**src/crm_pkg.sv**
```systemverilog
// crm_pkg: shared types and constants of the curve range mapper.
// Used by crm_front, crm_fifo, crm_back and curve_range_mapper.
package crm_pkg;

  // Fraction bits of the internal log and exp arithmetic.
  localparam int IP = 30;
  localparam logic [30:0] IONE = 31'h4000_0000;
  // ln(2) in Q30.
  localparam logic [29:0] LN2_Q30 = 30'd744261118;
  // Truncated 21-term series of e at one, minus one, in Q30.
  localparam logic [31:0] EXP_DEN = 32'd1844991059;
  localparam int EXP_TERMS = 20;
  localparam int Q_DEPTH = 2;

  typedef enum logic [2:0] {
    CURVE_LINEAR    = 3'd0,
    CURVE_FRACT     = 3'd1,
    CURVE_SQUARE    = 3'd2,
    CURVE_LOG       = 3'd3,
    CURVE_FRACT_SQ  = 3'd4,
    CURVE_FRACT_LOG = 3'd5,
    CURVE_EXP       = 3'd6
  } curve_e;

  typedef enum logic [1:0] {
    CFG_MODE = 2'd0,
    CFG_LOW  = 2'd1,
    CFG_HIGH = 2'd2
  } cfg_idx_e;

  typedef struct packed {
    curve_e curve;
    logic   use_div;
  } class_t;

  localparam int CLASS_W = $bits(class_t);

endpackage

```
**src/crm_front.sv**
```systemverilog
// crm_front: accepts positions, saturates them to one and classifies the curve.
// Depends on crm_pkg.
module crm_front #(
  parameter int FRAC_BITS = 16
) (
  input  logic                  in_valid_i,
  input  logic [FRAC_BITS:0]    position_i,
  input  logic [2:0]            curve_mode_i,
  input  logic                  full_i,
  output logic                  in_stall_o,
  output logic                  push_o,
  output crm_pkg::class_t       cls_o,
  output logic [FRAC_BITS:0]    pos_o
);

  localparam logic [FRAC_BITS:0] ONE = {1'b1, {FRAC_BITS{1'b0}}};

  assign in_stall_o = full_i;
  assign push_o     = in_valid_i && !full_i;
  assign pos_o      = (position_i > ONE) ? ONE : position_i;

  always_comb begin
    cls_o.curve   = crm_pkg::CURVE_LINEAR;
    cls_o.use_div = 1'b0;
    unique case (curve_mode_i)
      crm_pkg::CURVE_LINEAR: begin
        cls_o.curve = crm_pkg::CURVE_LINEAR;
      end
      crm_pkg::CURVE_FRACT: begin
        cls_o.curve   = crm_pkg::CURVE_FRACT;
        cls_o.use_div = 1'b1;
      end
      crm_pkg::CURVE_SQUARE: begin
        cls_o.curve = crm_pkg::CURVE_SQUARE;
      end
      crm_pkg::CURVE_LOG: begin
        cls_o.curve = crm_pkg::CURVE_LOG;
      end
      crm_pkg::CURVE_FRACT_SQ: begin
        cls_o.curve   = crm_pkg::CURVE_FRACT_SQ;
        cls_o.use_div = 1'b1;
      end
      crm_pkg::CURVE_FRACT_LOG: begin
        cls_o.curve   = crm_pkg::CURVE_FRACT_LOG;
        cls_o.use_div = 1'b1;
      end
      crm_pkg::CURVE_EXP: begin
        cls_o.curve   = crm_pkg::CURVE_EXP;
        cls_o.use_div = 1'b1;
      end
      // The unused mode code falls back to the linear curve.
      default: begin
        cls_o.curve = crm_pkg::CURVE_LINEAR;
      end
    endcase
  end

endmodule

```
**config.mk**
```make
export PLATFORM = sky130hd
export DESIGN_NAME = crm_front
export DESIGN_NICKNAME = d
export VERILOG_FILES = /design/src/crm_pkg.sv /design/src/crm_front.sv
export SDC_FILE = /design/constraint.sdc
export NUM_CORES = 1
export LEC_CHECK = 0
export BUFFER_PORTS_ARGS = -buffer_cell sky130_fd_sc_hd__buf_2
export CORE_AREA = 4 4 41 43
export DETAILED_ROUTE_END_ITERATION = 16
export DIE_AREA = 0 0 45 47
export GPL_ROUTABILITY_DRIVEN = 0
export SLEW_MARGIN = 20
export SYNTH_ARGS = -nofsm -noshare
export SYNTH_HDL_FRONTEND = slang
export SYNTH_SLANG_ARGS = --single-unit
```
**constraint.sdc**
```tcl
create_clock -name vclk -period 1.3
set_input_delay 0.195 -clock vclk [all_inputs]
set_output_delay 0.195 -clock vclk [all_outputs]
set_load 0.05 [all_outputs]
```
==> results.json <==
{
  "portBuffers": 45,
  "synth_cells": 30,
  "drive_above_1_share": 0.831,
  "seq_area_frac_synth": 0,
  "total_routing_usage_gr": 0.0976,
  "element_type_at_the_critical_path_end": "output port",
  "final.hold.worst_slack_ns": 0.693,
  "avgRoutedWirePerCell_um": 11.6,
  "post-route-cell-area_um2": 729,
  "cp_cell_sequence": "buf_6 -> nor4_4 -> a41oi_4 -> buf_12 -> nor2b_4 -> buf_6",
  "worst-endpoint-arrival_ns": 1.26,
  "dr_total_vias": 401,
  "max_slew_violation_count": 0,
  "post_route_insts_no_fill": 92,
  "actual_slew_at_the_worst_max_slew_pin_ns": 0.275,
  "violated_checks": "setup timing",
  "crit_top_cell": "sky130_fd_sc_hd__buf_6",
  "placement_row_count": 13,
  "post_cts.repair.setup_buffers": 0,
  "worstHoldPathType": "input pin to output port",
  "post_synth_instance_area_um2": 253,
  "synthTopCellsByCount": "sky130_fd_sc_hd__nor2b_1 (16), sky130_fd_sc_hd__a21boi_0 (2), sky130_fd_sc_hd__inv_1 (2), sky130_fd_sc_hd__nor4_2 (2), sky130_fd_sc_hd__nor4_4 (2)",
  "detailedRoute.firstIterationViolations": 1,
  "n_sequential_cell": 0,
  "critPathLaunchType": "input pin",
  "max_cap_viol_count": 0,
  "irDropWorstVdd_v": 0.000220,
  "timing.fmax_mhz": 685,
  "worst_path_largest_cell_delay_ns": 0.32,
  "die_area_um2": 2120,
  "worst-path-buf-inv": 3,
  "grt_first_pass_wirelength_um": 1630,
  "netlist_top_cells_area": "sky130_fd_sc_hd__nor2b_1 (40%), sky130_fd_sc_hd__nor4_4 (17%), sky130_fd_sc_hd__a41oi_4 (11%)",
  "synthesis.area_per_instance_um2": 8.42,
  "dp_area_um2": 588,
  "register_area_um2": 0,
  "drt_wl_total_um": 1060,
  "area_growth_syn_to_layout_pct": 189,
  "power-per-cell-area_nw_per_um2": 493,
  "grt_antenna_before_repair": 0,
  "detail_route.drc_violations": 0,
  "synth-warning-count": 0,
  "status": "finished with violations",
  "antenna_violating_nets_post_route": 0,
  "finalSetupViolCount": 10,
  "routed_via_density": 4.36,
  "period_needed_ns": 1.46,
  "crit_type": "input pin to output port",
  "synth_top_area_cell": "sky130_fd_sc_hd__nor2b_1",
  "finalCoreUtilization": 0.561,
  "post-place-cells": 92,
  "floorplan.core_area_um2": 1300,
  "grt_pass1_vias": 400,
  "clkbuf_count": 0,
  "drt_pass1_iterations": 2,
  "timing.critical_path.max_delay_family": "buffers and inverters",
  "synth.distinct_cells": 11,
  "fp.dieW_um": 45,
  "power.leakage_nw": 0.371,
  "critPathRequiredTime_ns": 1.11,
  "floorplan.initialDensity": 0.194,
  "dp_hpwl_um": 912,
  "floorplan.io_pins": 45,
  "nNetsFinal": 101,
  "crit_slowest_cell": "sky130_fd_sc_hd__nor4_4",
  "dominant_cell_by_count_in_the_synthesized_netlist": "sky130_fd_sc_hd__nor2b_1",
  "post_route_setup_tns_ns": -1.46,
  "yosys.area.top_type_share": 0.396,
  "synth_fp_nets": 52,
  "worst_slew_margin_rel": 0.816,
  "antenna-diode-count": 0,
  "cp_max_fo": 8,
  "grt_setup_unrepaired": "true",
  "overflow": 0,
  "final.setup.worst_slack_ns": -0.159,
  "final_hold_viol_count": 0,
  "die_h_um": 47,
  "finalCritPeriodShare": 1.12,
  "grt_max_degree": 9
}
==> layout by cell type, fill, tap and decap left out, types with 2 or more instances in the layout <==
cell type	n
sky130_fd_sc_hd__a21boi_1	2
sky130_fd_sc_hd__buf_8	2
sky130_fd_sc_hd__inv_1	2
sky130_fd_sc_hd__buf_2	29
sky130_fd_sc_hd__nor2b_4	10
sky130_fd_sc_hd__buf_6	15
sky130_fd_sc_hd__buf_4	2
sky130_fd_sc_hd__nor2b_1	7
sky130_fd_sc_hd__nor4_4	4
==> final cells by class <==
cell class / instances / area (um^2)
Tap cell: 15 / 18.8
Fill cell: 127 / 572
Timing Repair Buffer: 49 / 379
Multi-Input combinational cell: 26 / 324
Inverter: 2 / 7.51
==> power by group <==
part | leakage (nW) | switching [mW] | internal [mW]
sequential | 0 | 0 | 0
combinational | 0.371 | 0.221 | 0.138
clock | 0 | 0 | 0
==> stage by stage <==
stage	worst slack [ns]	total power [mW]
finish	-0.159	0.360
global route	-0.188	0.376
CTS	-0.165	0.353
detailed placement	-0.258	0.310
global placement	-0.243	0.308
floorplan	-0.228	0.203
==> per-layer routing <==
metal  GRT usage  vias to the layer above  wire length [um]  part of all wire
met5           0                        -                 0                 0
met1       0.115                      174               331              0.31
met2       0.192                       28               570              0.54
met3      0.0192                        0               161              0.15
met4           0                        0                 0                 0
li1            -                      199                 -                 -
==> worst paths after layout <==
path | start | to | slack [ns] | cells past startpoint
setup / recovery | position_i[6] | pos_o[10] | -0.16 | 6
hold / removal | full_i | in_stall_o | 0.69 | 2
==> repair_timing <==
item | CTS | global route
gates cloned | 0 | 0
pin swaps | 5 | 2
gates resized for setup | 32 | 7
hold buffers | 0 | 0
endpoints found under the hold margin | 0 | 0
setup endpoints to repair | 10 | 10
==> cell families after synthesis <==
family / Yosys count / share of synthesized area
multiplexers: 1 / 0.0396
AND/OR/NAND/NOR: 21 / 0.698
buffers and inverters: 4 / 0.0743
AO/OA/AOI/OAI: 4 / 0.188
Note: power is estimated with default switching activity, not from simulation.
