===== config.mk =====
export PLATFORM = sky130hd
export DESIGN_NAME = crm_fifo
export DESIGN_NICKNAME = d
export VERILOG_FILES = /design/src/crm_pkg.sv /design/src/crm_fifo.sv
export SDC_FILE = /design/constraint.sdc
export NUM_CORES = 1
export LEC_CHECK = 0
export BUFFER_PORTS_ARGS = -buffer_cell sky130_fd_sc_hd__buf_2
export CORE_AREA = 2 2 39 41
export CTS_BUF_LIST = sky130_fd_sc_hd__clkbuf_4 sky130_fd_sc_hd__clkbuf_8
export DETAILED_ROUTE_END_ITERATION = 12
export DIE_AREA = 0 0 41 43
export HOLD_SLACK_MARGIN = 0.12
export PLACE_DENSITY = 0.48
export REMOVE_ABC_BUFFERS = 1
export SYNTH_ARGS = -nofsm -noshare
export SYNTH_HDL_FRONTEND = slang
export SYNTH_SLANG_ARGS = --single-unit

===== constraint.sdc =====
create_clock -name clk_i -period 1.6 [get_ports clk_i]
set_input_delay 0.32 -clock clk_i [delete_from_list [all_inputs] [get_ports clk_i]]
set_output_delay 0.32 -clock clk_i [all_outputs]
set_load 0.005 [all_outputs]

===== src/crm_pkg.sv =====
// crm_pkg: shared types and constants of the curve range mapper.
// Used by crm_front, crm_fifo, crm_back and curve_range_mapper.
package crm_pkg;

  // Fraction bits of the internal log and exp arithmetic.
  localparam int IP = 30;
  localparam logic [30:0] IONE = 31'h4000_0000;
  // ln(2) in Q30.
  localparam logic [29:0] LN2_Q30 = 30'd744261118;
  // Truncated 21-term series of e at one, minus one, in Q30.
  localparam logic [31:0] EXP_DEN = 32'd1844991059;
  localparam int EXP_TERMS = 20;
  localparam int Q_DEPTH = 2;

  typedef enum logic [2:0] {
    CURVE_LINEAR    = 3'd0,
    CURVE_FRACT     = 3'd1,
    CURVE_SQUARE    = 3'd2,
    CURVE_LOG       = 3'd3,
    CURVE_FRACT_SQ  = 3'd4,
    CURVE_FRACT_LOG = 3'd5,
    CURVE_EXP       = 3'd6
  } curve_e;

  typedef enum logic [1:0] {
    CFG_MODE = 2'd0,
    CFG_LOW  = 2'd1,
    CFG_HIGH = 2'd2
  } cfg_idx_e;

  typedef struct packed {
    curve_e curve;
    logic   use_div;
  } class_t;

  localparam int CLASS_W = $bits(class_t);

endpackage


===== src/crm_fifo.sv =====
// crm_fifo: short queue between the front and the back of the mapper.
// Depends on crm_pkg for its depth.
module crm_fifo #(
  parameter int WIDTH = 1
) (
  input  logic             clk_i,
  input  logic             rst_ni,
  input  logic             push_i,
  input  logic [WIDTH-1:0] data_i,
  output logic             full_o,
  input  logic             pop_i,
  output logic             valid_o,
  output logic [WIDTH-1:0] data_o
);

  localparam int AW = $clog2(crm_pkg::Q_DEPTH);

  logic [WIDTH-1:0] mem_q [crm_pkg::Q_DEPTH];
  logic [AW-1:0]    wr_q, wr_d, rd_q, rd_d;
  logic [AW:0]      cnt_q, cnt_d;

  assign full_o  = (cnt_q == (AW+1)'(crm_pkg::Q_DEPTH));
  assign valid_o = (cnt_q != '0);
  assign data_o  = mem_q[rd_q];

  always_comb begin
    wr_d  = push_i ? wr_q + 1'b1 : wr_q;
    rd_d  = pop_i ? rd_q + 1'b1 : rd_q;
    cnt_d = cnt_q + (AW+1)'(push_i) - (AW+1)'(pop_i);
  end

  always_ff @(posedge clk_i or negedge rst_ni) begin
    if (!rst_ni) begin
      wr_q  <= '0;
      rd_q  <= '0;
      cnt_q <= '0;
    end else begin
      wr_q  <= wr_d;
      rd_q  <= rd_d;
      cnt_q <= cnt_d;
    end
  end

  always_ff @(posedge clk_i) begin
    if (push_i) begin
      mem_q[wr_q] <= data_i;
    end
  end

  a_cnt_bound: assert property (@(posedge clk_i) disable iff (!rst_ni)
    cnt_q <= (AW+1)'(crm_pkg::Q_DEPTH))
    else $error("queue count beyond depth");

  a_no_overflow: assert property (@(posedge clk_i) disable iff (!rst_ni)
    push_i |-> (!full_o || pop_i))
    else $error("push into a full queue");

  a_no_underflow: assert property (@(posedge clk_i) disable iff (!rst_ni)
    pop_i |-> valid_o)
    else $error("pop from an empty queue");

endmodule


==> results.py, run 1 <==
metrics = {
    "outcome": {
        "run_status": "finished clean",
    },
    "worst_setup_path": {
        "arrival_ps": 1070,
        "r2r_setup_slack_ps": 430,
        "startpoint_type": "flop",
        "cp-end-kind": "output port",
        "path_max_fanout": 2,
        "critical_path_class": "reg2out",
        "crit_required_ps": 1280,
        "cp-startpoint": "rd_q",
        "timing.rr.start": "cnt_q[0]",
    },
    "route": {
        "dr_total_vias": 161,
        "drt_pass1_iterations": 1,
        "viasPerCell": 3.500,
        "ant_nets": 0,
        "first_iter_violations": 0,
        "wl_um": 365,
        "remaining_drc_errors": 0,
        "post_drt_wl_per_cell_um": 7.935,
    },
    "clocking": {
        "cts_sinks": 6,
        "cts_max_level": 1,
        "cts_max_path_buffers": 2,
        "ctsRootBufferMaster": "clkbuf_4",
        "cts_buffers": 3,
        "insertion_delay_ps": 240,
        "clkTransAtPathRegs_ps": 50,
        "cts_tree": "built",
        "postCtsSetupBuffers": 0,
        "cts_resized": 0,
    },
    "global_route": {
        "grt_pass1_vias": 178,
        "grt-ovfl-total": 0,
        "grt_usage_pct": 6.897,
        "antenna_found_initial": 0,
        "grt_max_degree": 5,
        "grt_first_pass_wirelength_um": 621,
    },
    "power": {
        "p_switching_w": 0.0001574,
        "irDropWorstVdd_mv": 0.2672,
        "p_seq_share_pct": 42.5,
        "clkPwrFrac_pct": 26.5,
        "swShare_pct": 25.34,
        "power_density_nw_per_um2": 1700,
        "intPower_w": 0.0004638,
        "pwr-share-comb_pct": 31.0,
        "p_leak_nw": 0.1755,
    },
    "timing": {
        "drv_slew": 0,
        "tns_ps": 0,
        "fin_crit_ps": 1385,
        "rsz0062_at_grt": "false",
        "hold_viol_final": 0,
        "skew_ps": 0.1067,
        "tightest_slew_ps": 121.6,
        "clock.fmax_ghz": 0.7218,
        "setup-violations-final": 0,
        "fin_crit_sh_pct": 86.58,
        "max-slew-margin-rel_pct": 91.86,
        "finalWorstSetupSlack_ps": 214.7,
    },
    "yosys": {
        "syn_avg_cell_area_um2": 15.01,
        "netlist_area_um2": 270.3,
        "synthDistinctLibCells": 10,
        "ys_seq_elements": 6,
        "netlist_instances": 18,
        "synth_warnings": 0,
        "synth_seq_area_share_pct": 59.26,
    },
    "floorplan": {
        "io_pins": 8,
        "die-area_um2": 1763,
        "num_rows": 14,
        "core_area_um2": 1384,
        "start_util_pct": 19.53,
        "die_x_um": 41,
        "die_height_um": 43,
    },
    "finish": {
        "drive_gt1_share_pct": 36.67,
        "nNetsFinal": 38,
        "register_area_um2": 160.2,
        "diodes": 0,
        "fillers": 152,
        "multi_input_area_um2": 102.6,
        "final_cell_mix": "buf_2, clkbuf_4, dfrtp_1",
        "layout_commonest_cell": "buf_2",
        "syn_to_final_growth_pct": 35.19,
    },
    "min_path": {
        "hold_path_class": "in2reg",
        "min_from": "data_i",
    },
    "placed_design": {
        "place.gp.congestion": 0.6101,
        "dp_slack_ps": 347.4,
        "place_hpwl_um": 286.5,
        "numPortBuffers": 7,
    },
    "job": {
        "drv_cap": 0,
    },
}
==> cell families after synthesis <==
| kind of cell | after synthesis | synth area share, % |
|---|---|---|
| xor+xnor | 3 | 15.28 |
| fa+ha+maj | 2 | 9.258 |
| buf+inv | 2 | 2.779 |
| flops | 6 | 59.26 |
| mux | 1 | 4.166 |
| simple gates | 4 | 9.261 |
==> metrics by stage <==
stage	total power [W]	std cells	hold WS, ps	utilization, %	area, µm²
finish	0.0006211	46	262.1	26.40	365.4
global route	0.0006818	46	261.7	26.40	365.4
CTS	0.0006362	46	249.7	26.40	365.4
detailed placement	0.0004613	41	128.6	23.51	325.3
global placement	0.0004523	41	128.4	23.51	325.3
floorplan	0.0003983	18	24.41	-	270.3
==> power by group through the flow <==
| stage | Clock [W] | Sequential (W) | Combinational, W |
|---|---|---|---|
| 2_1_floorplan | 0 | 0.000258 | 0.000140 |
| 3_3_place_gp | 0 | 0.000263 | 0.000189 |
| 3_5_place_dp | 0 | 0.000268 | 0.000194 |
| 4_1_cts | 0.000173 | 0.000265 | 0.000198 |
| 5_1_grt | 0.000185 | 0.000273 | 0.000224 |
| 6_report | 0.000165 | 0.000264 | 0.000192 |
==> flip-flops by register name (all words and copies together), names as in the netlist <==
name   count
mem_q      2
cnt_q      2
rd_q       1
wr_q       1
==> final cells by class <==
cell class / count / area share [%]
clock buffers: 4 / 8.219
inverters: 2 / 2.055
multi-input cells: 10 / 28.08
flip-flops and latches: 6 / 43.84
well taps: 16 / 5.479
repair buffers: 8 / 12.33
==> worst paths after layout <==
| check | end | cells past startpoint |
|---|---|---|
| worst max-delay path | data_o | 2 |
| worst min-delay path | mem_q[0] | 1 |
| worst max register to register | cnt_q[1] | 5 |
| worst min register to register | rd_q | 1 |
| max in group asynchronous | cnt_q[0] | 2 |
| min in group asynchronous | wr_q | 2 |
==> worst max-delay path, cell delays in order (launching register included) <==
cell and delay (ps):
dfrtp_1 390, mux2_1 310, buf_2 130
==> synthesized netlist by cell type (all sizes together) <==
| library cell | n | area, µm² |
|---|---|---|
| and2 | 1 | 6.260 |
| xor2 | 2 | 17.52 |
| ha | 2 | 25.02 |
| inv | 2 | 7.510 |
| or2 | 1 | 6.260 |
| dfrtp | 4 | 100.1 |
| mux2 | 1 | 11.26 |
| edfxtp | 2 | 60.06 |
| xor3 | 1 | 23.77 |
| nor2b | 2 | 12.51 |
==> routing by layer <==
metal	global-route usage, %	wire length (µm)
met1	4.319	121
met2	7.500	162
met3	5.236	42
met4	14.00	39
met5	0	0
==> repair_timing <==
item,4_1_cts,5_1_grt
endpoints found under the setup margin,0,0
hold endpoints to repair,4,0
hold buffers,1,0
Note: power is estimated with default switching activity, not from simulation.
==> inputs of run 2 (changes only) <==
CTS_BUF_LIST = not set   (was sky130_fd_sc_hd__clkbuf_4 sky130_fd_sc_hd__clkbuf_8)
==> results.py, run 2 (synthesis gave the netlist of run 1 again) <==
metrics = {
    "clocking": {
        "insertion_delay_ps": 240,
        "cts_max_level": 1,
        "postCtsSetupBuffers": 0,
        "cts_sinks": 6,
        "ctsRootBufferMaster": "clkbuf_4",
        "cts_max_path_buffers": 2,
        "cts_buffers": 3,
        "cts_tree": "built",
        "clkTransAtPathRegs_ps": 50,
    },
    "power": {
        "irDropWorstVdd_mv": 0.2860,
        "pwr-share-comb_pct": 31.8,
        "power.total_w": 0.0006041,
        "swShare_pct": 26.03,
        "intPower_w": 0.0004468,
        "clkPwrFrac_pct": 24.5,
        "p_switching_w": 0.0001573,
        "power_density_nw_per_um2": 1671,
        "p_leak_nw": 0.1721,
        "p_seq_share_pct": 43.7,
    },
    "finish": {
        "drive_gt1_share_pct": 33.33,
        "syn_to_final_growth_pct": 33.80,
        "fillers": 153,
        "nNetsFinal": 38,
        "layout_commonest_cell": "buf_2",
        "utilization_pct": 26.13,
        "reg.largest.list": "cnt_q x2, mem_q x2",
        "final_cell_mix": "buf_2, dfrtp_1, clkbuf_4",
        "instances_no_fill": 46,
        "diodes": 0,
    },
    "route": {
        "wl_um": 350,
        "remaining_drc_errors": 0,
        "ant_nets": 0,
        "dr_total_vias": 154,
        "first_iter_violations": 0,
        "drt_pass1_iterations": 1,
        "viasPerCell": 3.348,
        "post_drt_wl_per_cell_um": 7.609,
    },
    "worst_setup_path": {
        "cp-end-kind": "output port",
        "arrival_ps": 1060,
        "r2r_end": "cnt_q[1]",
        "path_max_fanout": 2,
        "timing.rr.start": "cnt_q[0]",
        "critical_path_class": "reg2out",
        "crit_required_ps": 1280,
        "r2r_cells": 5,
        "startpoint_type": "flop",
        "r2r_setup_slack_ps": 430,
    },
    "placed_design": {
        "place_hpwl_um": 286.5,
        "dp_slack_ps": 347.4,
        "placed_cells": 41,
        "numPortBuffers": 7,
        "place.gp.congestion": 0.6101,
    },
    "timing": {
        "skew_ps": 0.05751,
        "setup-violations-final": 0,
        "clock.fmax_ghz": 0.7225,
        "finalWorstSetupSlack_ps": 216.0,
        "hold_viol_final": 0,
        "fin_crit_ps": 1384,
        "tightest_slew_ps": 121.6,
        "rsz0062_at_grt": "false",
        "fin_crit_sh_pct": 86.50,
        "drv_slew": 0,
        "max-slew-margin-rel_pct": 91.87,
        "tns_ps": 0,
    },
    "global_route": {
        "grt_max_degree": 5,
        "grt_pass1_vias": 178,
        "antenna_found_initial": 0,
        "grt_first_pass_wirelength_um": 607,
        "grt-ovfl-total": 0,
        "grt_usage_pct": 6.288,
    },
    "floorplan": {
        "num_rows": 14,
        "die-area_um2": 1763,
        "io_pins": 8,
        "start_util_pct": 19.53,
        "die_height_um": 43,
        "core_area_um2": 1384,
        "die_x_um": 41,
    },
    "min_path": {
        "min_from": "data_i",
        "min_path_cells": 1,
        "hold-path-endpoint": "mem_q[0]",
        "hold_path_class": "in2reg",
    },
    "job": {
        "drv_cap": 0,
    },
    "outcome": {
        "run_status": "finished clean",
    },
}
run 2: cell types whose count changed in the layout (fill, tap and decap cells not counted):
cell / delta
clkbuf_1: +1
clkbuf_4: -1
run 2: what timing repair did:
action	CTS	global route
resized for setup	0	0
hold buffers	1	0
endpoints found under the hold margin	4	0
run 2: worst max-delay path by stage:
stage,startpoint,end,slack (ps)
after floorplan,cnt_q[0],cnt_q[1],460
after global placement,pop_i,cnt_q[1],360
after detailed placement,pop_i,cnt_q[1],350
after CTS,rd_q,data_o,200
after global routing,rd_q,data_o,170
final,rd_q,data_o,220
run 2: through the flow:
step                hold WS [ps]  cell area (µm²)
finish                     260.5            361.6
global placement           128.4            325.3
detailed placement         128.6            325.3
CTS                        249.5            361.6
global route               260.7            361.6
floorplan                  24.41            270.3
run 2: power groups by stage:
stage / clock network (W) / logic, W / registers, W
floorplan: 0 / 0.000140 / 0.000258
global placement: 0 / 0.000189 / 0.000263
detailed placement: 0 / 0.000194 / 0.000268
CTS: 0.000157 / 0.000198 / 0.000265
global route: 0.000169 / 0.000224 / 0.000273
finish: 0.000148 / 0.000192 / 0.000264
run 2: area by class of cell:
cell class                      count  area (µm²)  area share [%]
Sequential cell                     6       160.2           44.29
Multi-Input combinational cell     10       102.6           28.37
Timing Repair Buffer                8       45.04           12.46
Clock buffer                        4       26.28           7.266
Tap cell                           16       20.02           5.536
Inverter                            2       7.507           2.076
run 2: per-layer routing:
layer / track usage, % / vias up / part of all wire, %
li1: - / 81 / -
met1: 4.319 / 65 / 37
met2: 7.500 / 6 / 48
met3: 5.236 / 2 / 9.7
met4: 10.00 / 0 / 4.6
met5: 0 / - / 0
run 2: worst max-delay path, stage by stage (launching register included):
cell     delay, ps
dfrtp_1        390
mux2_1         310
buf_2          130
